==> src/hdl/cct_pkg.sv <==
// Shared types and constants for the calorimeter cluster trigger.
// Used by cct_decision and calorimeter_cluster_trigger; depends on nothing.
`default_nettype none

package cct_pkg;

    // Configuration port geometry.
    localparam int CfgIndexW = 4;
    localparam int CfgDataW  = 11;

    // Register indexes of the configuration port.
    typedef enum logic [CfgIndexW-1:0] {
        REG_EM_RATIO_FACTOR     = 4'd0,
        REG_HAD_RATIO_FACTOR    = 4'd1,
        REG_EM_LOW_THRESHOLD    = 4'd2,
        REG_EM_HIGH_THRESHOLD   = 4'd3,
        REG_HAD_LOW_THRESHOLD   = 4'd4,
        REG_HAD_HIGH_THRESHOLD  = 4'd5,
        REG_ECAL_JET_THRESHOLD  = 4'd6,
        REG_TOTAL_JET_THRESHOLD = 4'd7
    } cfg_index_t;

    // Reset values of the configuration registers.
    localparam logic [3:0]  RstEmRatioFactor    = 4'd1;
    localparam logic [3:0]  RstHadRatioFactor   = 4'd1;
    localparam logic [10:0] RstEmLowThreshold   = 11'd64;
    localparam logic [10:0] RstEmHighThreshold  = 11'd128;
    localparam logic [10:0] RstHadLowThreshold  = 11'd64;
    localparam logic [10:0] RstHadHighThreshold = 11'd128;
    localparam logic [10:0] RstEcalJetThreshold = 11'd256;
    localparam logic [10:0] RstTotalJetThresh   = 11'd512;

    // Window sums saturate at this value.
    localparam logic [7:0] WinSat = 8'hff;

    // Number of window rows; each row gives one bit per threshold.
    localparam int Rows = 3;

    // Configuration register set.
    typedef struct packed {
        logic [3:0]  em_ratio_factor;
        logic [3:0]  had_ratio_factor;
        logic [10:0] em_low_threshold;
        logic [10:0] em_high_threshold;
        logic [10:0] had_low_threshold;
        logic [10:0] had_high_threshold;
        logic [10:0] ecal_jet_threshold;
        logic [10:0] total_jet_threshold;
    } cfg_t;

    // One trigger decision.
    typedef struct packed {
        logic [5:0] em_bits;
        logic [5:0] photon_bits;
        logic [5:0] electron_bits;
        logic [5:0] hadron_bits;
        logic [1:0] jet_bits;
    } result_t;

endpackage

`default_nettype wire

==> src/hdl/cct_decision.sv <==
// Combinational trigger decision for one registered item: windows, ratios, thresholds.
// Depends on cct_pkg for the configuration and result types.
`default_nettype none

module cct_decision (
    input  wire cct_pkg::cfg_t    cfg,
    input  wire logic [63:0]      ecal_link_left,
    input  wire logic [63:0]      ecal_link_right,
    input  wire logic [63:0]      hcal_link,
    input  wire logic [2:0]       preshower_row,
    output cct_pkg::result_t      res
);

    logic [7:0]  cells [4][4];
    logic [9:0]  raw_win [3][3];
    logic [7:0]  win [3][3];
    logic [9:0]  hsum;
    logic [11:0] em_prod;
    logic [11:0] had_prod;
    logic [10:0] win_total;
    logic        em_ok;
    logic        had_ok;
    logic [2:0]  em1, em2, ph1, ph2, el1, el2, ha1, ha2;
    logic [9:0]  etot;
    logic [10:0] jet_total;

    always_comb
    begin
        // HCAL sum over the even bytes of the link.
        hsum = 10'(hcal_link[7:0]) + 10'(hcal_link[23:16])
             + 10'(hcal_link[39:32]) + 10'(hcal_link[55:48]);

        // Unpack the 4x4 grid: columns 0-1 from the left link, 2-3 from the right.
        for (int r = 0; r < 4; r++)
        begin
            for (int c = 0; c < 4; c++)
            begin
                if (c < 2)
                begin
                    cells[r][c] = ecal_link_left[8*((c%2)+2*r) +: 8];
                end
                else
                begin
                    cells[r][c] = ecal_link_right[8*((c%2)+2*r) +: 8];
                end
            end
        end

        em1 = '0; em2 = '0; ph1 = '0; ph2 = '0;
        el1 = '0; el2 = '0; ha1 = '0; ha2 = '0;
        em_prod   = '0;
        had_prod  = '0;
        win_total = '0;
        em_ok     = 1'b0;
        had_ok    = 1'b0;

        // Each overlapping 2x2 window is tested on its own and ORed into its row.
        for (int r = 0; r < cct_pkg::Rows; r++)
        begin
            for (int c = 0; c < 3; c++)
            begin
                raw_win[r][c] = 10'(cells[r][c]) + 10'(cells[r][c+1])
                              + 10'(cells[r+1][c]) + 10'(cells[r+1][c+1]);
                win[r][c] = (raw_win[r][c] > 10'(cct_pkg::WinSat))
                          ? cct_pkg::WinSat : raw_win[r][c][7:0];
                win_total = 11'(win[r][c]) + 11'(hsum);
                em_prod   = 12'(win[r][c]) * 12'(cfg.em_ratio_factor);
                had_prod  = 12'(win[r][c]) * 12'(cfg.had_ratio_factor);
                em_ok     = 12'(hsum) < em_prod;
                had_ok    = 12'(hsum) > had_prod;

                if (em_ok && (win_total > cfg.em_low_threshold))
                begin
                    em1[r] = 1'b1;
                    el1[r] = el1[r] | preshower_row[r];
                    ph1[r] = ph1[r] | ~preshower_row[r];
                end
                if (em_ok && (win_total > cfg.em_high_threshold))
                begin
                    em2[r] = 1'b1;
                    el2[r] = el2[r] | preshower_row[r];
                    ph2[r] = ph2[r] | ~preshower_row[r];
                end
                if (had_ok && (win_total > cfg.had_low_threshold))
                begin
                    ha1[r] = 1'b1;
                end
                if (had_ok && (win_total > cfg.had_high_threshold))
                begin
                    ha2[r] = 1'b1;
                end
            end
        end

        // Jet sums over the four corner windows.
        etot = 10'(win[0][0]) + 10'(win[0][2]) + 10'(win[2][0]) + 10'(win[2][2]);
        jet_total = 11'(etot) + 11'(hsum);

        res.em_bits       = {em2, em1};
        res.photon_bits   = {ph2, ph1};
        res.electron_bits = {el2, el1};
        res.hadron_bits   = {ha2, ha1};
        res.jet_bits[0]   = 11'(etot) > cfg.ecal_jet_threshold;
        res.jet_bits[1]   = jet_total > cfg.total_jet_threshold;
    end

endmodule

`default_nettype wire

==> src/hdl/calorimeter_cluster_trigger.sv <==
// Top level of the calorimeter cluster trigger: handshake pipeline and config registers.
// Depends on cct_pkg and cct_decision.
//
// Usage:
//   Input channel (in_valid/in_ready) carries two ECAL links, one HCAL link and
//   the preshower byte. Each accepted transaction produces exactly one result
//   transaction on the output channel (out_valid/out_ready).
//   An accepted item is held in the input register and then moves into the
//   result register, which drives out_valid and the result outputs.
//   Throughput: one transaction per cycle while out_ready does not stall the
//   output; the decision logic is a single combinational pass between the
//   input register and the result register.
//   Stalls: when out_ready is low the result register holds its transaction,
//   the input register fills, and in_ready drops only when both are full.
//   Configuration: cfg_valid/cfg_ready with cfg_index and cfg_data, always
//   ready; an index beyond the register list is ignored. Writes are expected
//   only while no transaction is in flight.
//   Reset: rst_n clears the valid flags of both pipeline stages and restores all
//   configuration registers to their default values.
`default_nettype none

module calorimeter_cluster_trigger (
    input  wire logic        clk,
    input  wire logic        rst_n,
    // Input channel
    input  wire logic        in_valid,
    output logic             in_ready,
    input  wire logic [63:0] ecal_link_left,
    input  wire logic [63:0] ecal_link_right,
    input  wire logic [63:0] hcal_link,
    input  wire logic [7:0]  preshower_bits,
    // Output channel
    output logic             out_valid,
    input  wire logic        out_ready,
    output logic [5:0]       em_bits,
    output logic [5:0]       photon_bits,
    output logic [5:0]       electron_bits,
    output logic [5:0]       hadron_bits,
    output logic [1:0]       jet_bits,
    // Configuration channel
    input  wire logic        cfg_valid,
    output logic             cfg_ready,
    input  wire logic [cct_pkg::CfgIndexW-1:0] cfg_index,
    input  wire logic [cct_pkg::CfgDataW-1:0]  cfg_data
);

    cct_pkg::cfg_t    cfg_reg;
    cct_pkg::result_t res_next;
    cct_pkg::result_t res_reg;

    logic        in_valid_reg;
    logic        out_valid_reg;
    logic [63:0] left_reg;
    logic [63:0] right_reg;
    logic [63:0] hcal_reg;
    logic [2:0]  pres_reg;
    logic        stage_advance;
    logic        in_take;

    // The result register frees when empty or being taken; the input register
    // moves forward whenever the result register can take it.
    assign stage_advance = !out_valid_reg || out_ready;
    assign in_ready      = !in_valid_reg || stage_advance;
    assign in_take       = in_valid && in_ready;
    assign cfg_ready     = 1'b1;

    // Pipeline valid flags.
    always_ff @(posedge clk or negedge rst_n)
    begin
        if (!rst_n)
        begin
            in_valid_reg  <= 1'b0;
            out_valid_reg <= 1'b0;
        end
        else
        begin
            if (in_ready)
            begin
                in_valid_reg <= in_valid;
            end
            if (stage_advance)
            begin
                out_valid_reg <= in_valid_reg;
            end
        end
    end

    // Payload registers of both stages.
    always_ff @(posedge clk)
    begin
        if (in_take)
        begin
            left_reg  <= ecal_link_left;
            right_reg <= ecal_link_right;
            hcal_reg  <= hcal_link;
            pres_reg  <= preshower_bits[2:0];
        end
        if (stage_advance && in_valid_reg)
        begin
            res_reg <= res_next;
        end
    end

    // Configuration register writes.
    always_ff @(posedge clk or negedge rst_n)
    begin
        if (!rst_n)
        begin
            cfg_reg.em_ratio_factor     <= cct_pkg::RstEmRatioFactor;
            cfg_reg.had_ratio_factor    <= cct_pkg::RstHadRatioFactor;
            cfg_reg.em_low_threshold    <= cct_pkg::RstEmLowThreshold;
            cfg_reg.em_high_threshold   <= cct_pkg::RstEmHighThreshold;
            cfg_reg.had_low_threshold   <= cct_pkg::RstHadLowThreshold;
            cfg_reg.had_high_threshold  <= cct_pkg::RstHadHighThreshold;
            cfg_reg.ecal_jet_threshold  <= cct_pkg::RstEcalJetThreshold;
            cfg_reg.total_jet_threshold <= cct_pkg::RstTotalJetThresh;
        end
        else if (cfg_valid && cfg_ready)
        begin
            unique case (cfg_index)
                cct_pkg::REG_EM_RATIO_FACTOR:
                    cfg_reg.em_ratio_factor     <= cfg_data[3:0];
                cct_pkg::REG_HAD_RATIO_FACTOR:
                    cfg_reg.had_ratio_factor    <= cfg_data[3:0];
                cct_pkg::REG_EM_LOW_THRESHOLD:
                    cfg_reg.em_low_threshold    <= cfg_data;
                cct_pkg::REG_EM_HIGH_THRESHOLD:
                    cfg_reg.em_high_threshold   <= cfg_data;
                cct_pkg::REG_HAD_LOW_THRESHOLD:
                    cfg_reg.had_low_threshold   <= cfg_data;
                cct_pkg::REG_HAD_HIGH_THRESHOLD:
                    cfg_reg.had_high_threshold  <= cfg_data;
                cct_pkg::REG_ECAL_JET_THRESHOLD:
                    cfg_reg.ecal_jet_threshold  <= cfg_data;
                cct_pkg::REG_TOTAL_JET_THRESHOLD:
                    cfg_reg.total_jet_threshold <= cfg_data;
                default:
                begin
                end
            endcase
        end
    end

    // Decision logic between the input register and the result register.
    cct_decision u_decision (
        .cfg             (cfg_reg),
        .ecal_link_left  (left_reg),
        .ecal_link_right (right_reg),
        .hcal_link       (hcal_reg),
        .preshower_row   (pres_reg),
        .res             (res_next)
    );

    assign out_valid     = out_valid_reg;
    assign em_bits       = res_reg.em_bits;
    assign photon_bits   = res_reg.photon_bits;
    assign electron_bits = res_reg.electron_bits;
    assign hadron_bits   = res_reg.hadron_bits;
    assign jet_bits      = res_reg.jet_bits;

endmodule

`default_nettype wire
==> config.mk <==
export PLATFORM = sky130hd
export DESIGN_NAME = calorimeter_cluster_trigger
export DESIGN_NICKNAME = d
export VERILOG_FILES = /design/src/hdl/cct_pkg.sv /design/src/hdl/cct_decision.sv /design/src/hdl/calorimeter_cluster_trigger.sv
export SDC_FILE = /design/constraint.sdc
export NUM_CORES = 2
export LEC_CHECK = 0
export ABC_AREA = 1
export BUFFER_PORTS_ARGS = -buffer_cell sky130_fd_sc_hd__buf_2
export CORE_AREA = 2 2 453 455
export DETAILED_ROUTE_END_ITERATION = 7
export DIE_AREA = 0 0 455 457
export SLEW_MARGIN = 20
export SYNTH_ARGS = -nofsm -noshare
export SYNTH_HDL_FRONTEND = slang
export SYNTH_SLANG_ARGS = --single-unit
export TNS_END_PERCENT = 1
==> constraint.sdc <==
create_clock -name clk -period 13.2 [get_ports clk]
set_input_delay 3.96 -clock clk [delete_from_list [all_inputs] [get_ports clk]]
set_output_delay 3.96 -clock clk [all_outputs]
set_load 0.01 [all_outputs]
==> out/qor.csv <==
metric;value;unit
dieArea;207900;sq um
cpLargestDelayFamily;adder cells;
synth_top_area_share;27.86;%
die_h;457;um
ys.flop_type;edfxtp_1;
finalCritPeriodShare;71.23;%
largest_register_ffs;74;
slowest_delay;530;ps
synthTopCellsByArea;ha_1, fa_1, edfxtp_1;
antenna_found_initial;12;
dr.pass1.iters;6;
layout_commonest_cell;nand2_1;
yosysWarnings;0;
drc_errors;0;
port_buffers;210;
start_util;24.89;%
drtIter0Drc;3381;
crit_top_cell;a21oi_1;
cp_slowest_cell;clkinv_1;
cts_buffer_depth;3;
drv_cap;0;
wl_per_cell;18.41;um
final_cells;9401;
status;completed;
crit_path_end_kind;register;
fin_crit;9402;ps
dieWidth;455;um
rows;166;
cts_sinks;265;
hold_class;register to register;
async_flop_share;28.68;%
hpwl;135400;um
critPathLaunchType;register;
netlist_area;50610;sq um
clkSlewWorstSetupHoldPaths;60;ps
skew;39.38;ps
cts_tree;done;
worst-path-buf-inv;8;
totalWireLength;173100;um
grt_max_degree;77;
cts_setup_buffers;0;
final_util;27.64;%
grt_pass1_wl;260800;um
nets;8376;
syn-num-nets;8160;
grt_overflow;0;
nFillCells;21819;
max_freq;106.4;MHz
layout_common_cells;nand2_1, inv_1, ha_1;
cp_max_fo;11;
htree_levels;2;
cts_inserted_buffers;34;
arrival;9810;ps
clock-root-buffer;clkbuf_16;
synth-seq-area-share;14.99;%
netlist_instances;6471;
yosysTopAreaCell;ha_1;
synth-seq-cells;265;
grt_pass1_vias;44305;
gp_congestion;0.9284;
track_usage;16.49;%
worst_ep_required_time;13600;ps
synth.distinct_cells;52;
tns;0;ps
critical_path_class;register to register;
hold_viol_final;0;
grt_setup_unrepaired;no;
via_count;45079;
tightest_slew;1056;ps
placedCellCount;9339;
slew_headroom;29.41;%
viasPerCell;4.795;
drv_slew;0;
synth-edff-count;189;
hold_ws;484.8;ps
setup_violations;0;
insertion_delay;640;ps
cts.repair.resized;0;
drive_gt1_share;5.455;%
core;203300;sq um
syn_to_final_growth;11.07;%
io_pins;249;
postCtsHoldBufs;0;
ant_nets;0;
syn_area_per_cell;7.821;sq um
worst register-to-register path: cells and delay by family (launching register included):
| kind | cells | cell delay (ps) |
|---|---|---|
| adder cells (fa/ha/maj) | 9 | 3300 |
| AND/OR/NAND/NOR | 10 | 1500 |
| XOR/XNOR | 3 | 830 |
| flip-flops | 1 | 380 |
| buffers and inverters | 8 | 1000 |
| AO/OA/AOI/OAI | 12 | 2140 |
area by class of cell:
class	count	area (sq um)	share of cell area, %
Clock inverter	22	212.7	0.3784
Sequential cell	265	7597	13.52
Tap cell	2688	3363	5.983
Clock buffer	37	862.1	1.534
Multi-Input combinational cell	4939	38290	68.13
Inverter	1193	4486	7.980
Timing Repair Buffer	254	1388	2.469
Antenna cell	3	7.507	0.01336
final timing paths:
path / from / endpoint / slack [ps] / cells after the start
worst max-delay path: left_reg[8] / jet_bits[1] / 3800 / 42
worst min-delay path: cfg_reg[13] / cfg_reg[13] / 480 / 2
worst max register to register: left_reg[8] / jet_bits[1] / 3800 / 42
worst min register to register: cfg_reg[13] / cfg_reg[13] / 480 / 2
max in group asynchronous: rst_n / cfg_reg[67] / 9280 / 1
min in group asynchronous: rst_n / out_valid / 3320 / 1
kinds of logic (layout without fill, tap and decap cells):
group           after synthesis  in the layout  share of synthesized area [%]
other cells                   1              4                       0.007410
buf+inv                    1267           1506                          9.452
flops                       265            265                          14.99
fa+ha+maj                  1469           1469                          41.39
compound gates             1050           1050                          11.52
simple gates               2104           2104                          17.17
xor+xnor                    315            315                          5.466
synthesized netlist by cell type (8+ instances only):
library cell  number
nand2_1         1287
inv_1           1191
ha_1            1127
a21oi_1          552
nor2_1           410
fa_1             342
o21ai_0          278
nand3_1          211
edfxtp_1         189
xor2_1           186
xnor2_1          128
nand4_1          102
clkbuf_1          69
dfrtp_1           68
o21bai_1          51
nor3_1            40
o2111ai_1         35
a31oi_1           31
o31ai_1           22
a21o_1            21
a211oi_1          17
nor4_1            16
o21ai_1            9
dfstp_2            8
nand3_2            8
or2_2              8
metrics by stage:
step	setup WS (ps)	cell area, sq um
global route	3007	56210
floorplan	5077	50610
finish	3798	56210
detailed placement	3800	55120
CTS	3792	56200
global placement	3781	55120
per-layer routing:
layer / track usage, % / share of wire [%] / routed length (um)
met4: 6.918 / 4.7 / 8064
met2: 26.31 / 44 / 75970
met3: 2.246 / 7.0 / 12060
met5: 0 / 0.0069 / 12
met1: 22.20 / 44 / 76990
Power is left out: the tool's default activity adds up to more than one toggle a clock period on the data nets, which glitch-free logic cannot reach.
